$ cat src/pressure_temp_compensation_macros.svh
// assertion macros shared by the compensation block
`ifndef PRESSURE_TEMP_COMPENSATION_MACROS_SVH
`define PRESSURE_TEMP_COMPENSATION_MACROS_SVH

// condition must never hold at a clock edge out of reset
`define PTC_ASSERT_NEVER(label, clk, rst_n, cond, msg) \
	label: assert property (@(posedge clk) disable iff (!rst_n) !(cond)) else $error(msg);

// antecedent implies consequent in the same cycle
`define PTC_ASSERT_IMPLY(label, clk, rst_n, ante, cons, msg) \
	label: assert property (@(posedge clk) disable iff (!rst_n) (ante) |-> (cons)) \
		else $error(msg);

`endif

$ cat src/ptc_pkg.sv
package ptc_pkg;

	// configuration register indexes
	localparam logic [7:0] RegTempCalib     = 8'd0;
	localparam logic [7:0] RegPressCalibLo  = 8'd1;
	localparam logic [7:0] RegPressCalibHi  = 8'd2;
	localparam logic [7:0] RegPressCalibP9  = 8'd3;

	// queue between front and back
	localparam int QDepth = 4;
	localparam int QAw    = $clog2(QDepth);

	// divider stages, one quotient bit each
	localparam int DivSteps = 32;

	// calibration words, widened to 32 bits
	typedef struct packed {
		logic [31:0] t1;
		logic [31:0] t2;
		logic [31:0] t3;
		logic [31:0] p1;
		logic [31:0] p2;
		logic [31:0] p3;
		logic [31:0] p4;
		logic [31:0] p5;
		logic [31:0] p6;
		logic [31:0] p7;
		logic [31:0] p8;
		logic [31:0] p9;
	} calib_t;

	// one request as passed from front to back
	typedef struct packed {
		logic [31:0] temp;
		logic [31:0] divisor;
		logic [31:0] numer;
	} entry_t;

	function automatic logic [31:0] sext16(input logic [15:0] v);
		sext16 = {{16{v[15]}}, v};
	endfunction

	function automatic logic [31:0] zext16(input logic [15:0] v);
		zext16 = {16'd0, v};
	endfunction

	// arithmetic right shift of a 32-bit word, kept apart from the
	// surrounding expression so the sign always fills
	function automatic logic [31:0] asr32(input logic [31:0] x, input logic [4:0] n);
		asr32 = $signed(x) >>> n;
	endfunction

endpackage

$ cat src/ptc_queue.sv
module ptc_queue (
	input  logic             clk,
	input  logic             arst_n,
	input  logic             push,
	input  ptc_pkg::entry_t  push_data,
	input  logic             pop,
	output ptc_pkg::entry_t  head,
	output logic             full,
	output logic             empty
);

	ptc_pkg::entry_t           mem_q [ptc_pkg::QDepth];
	logic [ptc_pkg::QAw-1:0]   wp_q, rp_q;
	logic [ptc_pkg::QAw:0]     cnt_q;

	assign full  = (cnt_q == (ptc_pkg::QAw+1)'(ptc_pkg::QDepth));
	assign empty = (cnt_q == '0);
	assign head  = mem_q[rp_q];

	// pointers and fill count
	always_ff @(posedge clk or negedge arst_n) begin
		if (!arst_n) begin
			wp_q  <= '0;
			rp_q  <= '0;
			cnt_q <= '0;
		end else begin
			if (push) wp_q <= wp_q + 1'b1;
			if (pop)  rp_q <= rp_q + 1'b1;
			if (push && !pop)      cnt_q <= cnt_q + 1'b1;
			else if (pop && !push) cnt_q <= cnt_q - 1'b1;
		end
	end

	// storage
	always_ff @(posedge clk) begin
		if (push) mem_q[wp_q] <= push_data;
	end

endmodule

$ cat config.mk
export PLATFORM = sky130hd
export DESIGN_NAME = ptc_queue
export DESIGN_NICKNAME = d
export VERILOG_FILES = /design/src/pressure_temp_compensation_macros.svh /design/src/ptc_pkg.sv /design/src/ptc_queue.sv
export SDC_FILE = /design/constraint.sdc
export NUM_CORES = 1
export LEC_CHECK = 0
export ABC_CLOCK_PERIOD_IN_PS = 3500
export BUFFER_PORTS_ARGS = -buffer_cell sky130_fd_sc_hd__clkbuf_2
export CAP_MARGIN = 20
export CORE_UTILIZATION = 45
export DETAILED_ROUTE_END_ITERATION = 10
export GPL_TIMING_DRIVEN = 0
export PLACE_DENSITY = 0.72
export REMOVE_ABC_BUFFERS = 1
export SYNTH_ARGS = -nofsm -noshare
export SYNTH_HDL_FRONTEND = slang
export SYNTH_SLANG_ARGS = --single-unit
$ cat constraint.sdc
create_clock -name clk -period 3.5 [get_ports clk]
set_input_delay 0.7 -clock clk [delete_from_list [all_inputs] [get_ports clk]]
set_output_delay 0.7 -clock clk [all_outputs]
set_load 0.03 [all_outputs]
Word level (Yosys, flattened, before mapping)
Memories as Yosys holds them, arrays and structs flattened.
Cells that the tools add are included.
{"block": "word_totals", "regBits": 7, "ram_bits": 384, "input_bits": 100, "output_inout_bits": 98, "word_cells": 19, "mem_count": 1}
{"memory": "mem_q", "words": 4, "width": 96, "rd": 1, "rd_clocked_by_memory_dff": 0, "wr": 1, "line": "ptc_queue.sv:12", "source": "ptc_pkg::entry_t mem_q [ptc_pkg::QDepth];"}
{"block": "classes", "add_sub_neg": 4, "eq_ne": 1, "n_mux": 4, "reduce_logical": 6}
{"operator": "two-way mux 3 bit", "n": 2}
{"operator": "adder 2 x 1 -> 2 bit (second input constant)", "n": 2}
{"operator": "adder 3 x 1 -> 3 bit (second input constant)", "n": 1}
{"operator": "== test 3 bit (second input constant)", "n": 1}
{"operator": "logical NOT 3 bit", "n": 1}
{"operator": "subtractor 3 x 1 -> 3 bit (second input constant)", "n": 1}
{"operator": "logical AND 1 bit", "n": 2}
{"operator": "logical NOT 1 bit", "n": 2}
{"operator": "two-way mux 1 bit", "n": 2}
{"operator": "nonzero test 2 bit", "n": 1}

Logic depth before layout (Yosys ltp)
{"block": "depth", "ltp_word": 4, "ltp_mapped": 7, "ltp_nobuf": 7}

Least setup slack after synthesis
No wires, ideal clock.
{"block": "synth_timing", "path_type": "input port to flip-flop", "from": "in push", "to": "mem mem_q[1][0] in the netlist's numbering, enable pin", "setup_ps": 465, "arrival_ps": 2920, "required_time_ps": 3035, "path_slack_ps": 115, "path_stages": 1, "path_buffers": 0, "path_cell_list": "and2_1"}
{"block": "synth_via", "elab_chain_cells": 2}
{"item": "start: declaration", "line": "ptc_queue.sv:4", "source": "input logic push,"}
{"item": "two-way mux 1 bit", "line": "ptc_queue.sv:36", "source": "if (push) mem_q[wp_q] <= push_data;"}
{"item": "two-way mux 1 bit (not written as such)", "line": "ptc_queue.sv:36"}
{"item": "end: declaration", "line": "ptc_queue.sv:12"}
No other way between the ends.

==> results.py <==
metrics = {
    "outcome": {
        "run_status": "finished, violations left",
        "violations": "design-rule violations",
    },
    "power_and_ir_drop": {
        "cellPowerDensity_nw_per_um2": 914,
        "pwr-share-comb_pct": 32.3,
        "finalPower_mw": 15.6,
        "p_sw_share_pct": 33.3,
        "pwr-share-clk_pct": 25.9,
        "irDropWorstVdd_uv": 573,
        "intPower_mw": 10.4,
        "leakage_nw": 5.86,
        "switchingPower_mw": 5.18,
        "power_frac_seq_pct": 41.9,
    },
    "clocking": {
        "cts_root_buffer": "clkbuf_16",
        "clock_latency_ns": 0.51,
        "post_cts_buffers": 0,
        "cts_buffer_depth": 3,
        "clk_pin_slew_ns": 0.06,
        "cts_tree": "done",
        "cts_made_buffers": 41,
        "h-tree-depth": 2,
        "clock-sinks": 391,
        "cts.repair.resized": 0,
        "cts_hold_buffers": 1,
    },
    "grt": {
        "antenna_found_initial": 1,
        "overflow": 0,
        "track_usage_pct": 16.0,
        "grt_pass1_wl_um": 39400,
        "grt_max_degree": 57,
        "grt_pass1_vias": 6904,
    },
    "worst_setup_path": {
        "worst-setup-path-type": "register to output port",
        "cp_max_fo": 38,
        "startpoint_type": "register",
        "rr_worst_depth": 4,
        "cp.arrival_ns": 2.48,
        "endpoint_kind": "output port",
        "critical_path_required_ns": 2.80,
    },
    "route": {
        "num_vias": 6248,
        "drt_iter0_drc": 364,
        "routedWlPerCell_um": 21.2,
        "viasPerCell": 5.26,
        "post-route-drc-count": 15,
        "drt_pass1_iterations": 8,
        "ant_nets": 0,
        "drt-total-wl_um": 25100,
    },
    "synthesis": {
        "ys_ff_latch": 391,
        "synth-seq-area-share_pct": 82.3,
        "synth_area_leader_cell": "edfxtp_1",
        "syn_inst": 536,
        "syn-cell-area_um2": 14200,
        "avgSynthCellArea_um2": 26.5,
        "ys_warn_count": 0,
        "synth_area_leaders": "edfxtp_1, mux4_2, dfrtp_1, ha_1, buf_2",
        "yosysTopAreaCellShare_pct": 81.1,
        "ys_types": 20,
    },
    "die": {
        "io_pins": 198,
        "die_w_um": 180,
        "initial_core_util_pct": 46.1,
        "die_area_um2": 32300,
        "core_um2": 30800,
        "core.rowCount": 64,
        "die_y_um": 180,
    },
    "finish": {
        "finish.net_count": 868,
        "drive_gt1_share_pct": 45.3,
        "num_antenna_cells": 0,
        "design_area_um2": 17000,
        "syn_to_final_growth_pct": 19.8,
    },
    "sta": {
        "setup_viol": 0,
        "min_period_ns": 3.18,
        "fin_crit_sh_pct": 90.8,
        "hold_violations": 0,
        "slew_headroom_pct": 47.1,
        "clock.fmax_mhz": 315,
        "slew_violations": 0,
        "finalClockSkew_ns": 0.0127,
        "rsz0062_at_grt": "false",
        "worst_pin_slew_ns": 0.794,
    },
    "job": {
        "cap_violations": 0,
    },
    "hold_path": {
        "hold_path_class": "input port to register",
        "min_path_cells": 2,
    },
    "placed_design": {
        "place_congestion": 0.668,
        "io_buffers": 197,
        "hpwl_um": 14400,
        "placed_cell_area_um2": 15800,
    },
}
## per-stage QoR
| stage | std cells | setup slack [ns] | util [%] | setup TNS, ns | hold WS (ns) |
|---|---|---|---|---|---|
| 2_1_floorplan | 514 | -1.74 | - | -168.85 | 0.404 |
| 5_1_grt | 1188 | 0.156 | 55.3 | 0 | 0.377 |
| 3_3_place_gp | 1107 | -3.69 | 50.5 | -1092.21 | 0.477 |
| 3_5_place_dp | 1114 | 0.780 | 51.2 | 0 | 0.482 |
| 6_report | 1188 | 0.321 | 55.3 | 0 | 0.396 |
| 4_1_cts | 1188 | 0.218 | 55.3 | 0 | 0.364 |
## power by group through the flow
stage                     registers, mW  clock network, mW  logic, mW
after floorplan                    6.81                  0       3.48
after global placement             7.02                  0       4.22
after detailed placement           6.65                  0       5.13
after CTS                          6.55               4.14       5.15
after global routing               6.62               4.30       5.33
final                              6.52               4.03       5.02
## synth_stat cells
library cell	n
and2_1	4
buf_12	1
buf_2	12
buf_4	1
buf_6	3
clkbuf_1	5
dfrtp_1	7
edfxtp_1	384
fa_1	1
ha_1	5
inv_1	4
mux2_2	1
mux4_2	96
nand2_1	2
nor2_1	1
nor3_1	1
nor3b_1	1
o21ai_0	1
xnor2_1	2
xor2_1	4
## cells in the final DEF (no fill, tap or decap), drive strengths merged, types with 2 or more instances in the layout
cell type and instances:
nand2 2, xnor2 2, mux4 96, clkinv 13
edfxtp 384, clkbuf 253, dfrtp 7, inv 6
buf 7, xor2 4, bufinv 2, and2 4
ha 5
## routing by layer
layer | track usage [%] | vias up | part of all wire [%]
met5 | 0 | - | 0.068
li1 | - | 2784 | -
met3 | 4.25 | 39 | 6.8
met4 | 4.45 | 2 | 1.8
met1 | 20.7 | 3227 | 42
met2 | 26.8 | 196 | 49
## cell type report
type	count	area [um2]
timing repair buffer	205	1190
fill	2293	13800
clock buffer	56	1120
clock inverter	17	133
inverter	4	15.0
tap	396	495
multi-input combinational	119	2370
sequential	391	11700
## worst paths after layout
check	slack (ns)	endpoint	startpoint
min reg2reg	0.49	cnt_q[2]	cnt_q[2]
min in group asynchronous	0.57	cnt_q[1]	arst_n
max in group asynchronous	2.74	rp_q[0]	arst_n
min	0.40	rp_q[0]	pop
max	0.32	head[81]	rp_q[0]
max reg2reg	1.43	mem_q[0][66]	wp_q[0]
## cells by family (layout without fill, tap and decap cells)
logic type,Yosys count,count (layout),synth area share (%)
AOI/OAI and AO/OA,1,1,0.0352
xor gates and xnor gates,6,6,0.369
adders and majority gates,6,6,0.581
buffers and inverters,26,282,1.09
DFF,391,391,82.3
muxes,97,97,15.3
and+or+nand+nor,9,9,0.343
## worst max-delay path: stages (launching register included)
cell and delay [ns]:
dfrtp_4 0.79, buf_16 0.34, mux4_2 0.57, clkbuf_2 0.21
## flip-flops by register name, summed over array words and instances, names as in the netlist
name and cells:
mem_q 384, cnt_q 3, rp_q 2, wp_q 2
Note: power is estimated with default switching activity, not from simulation.
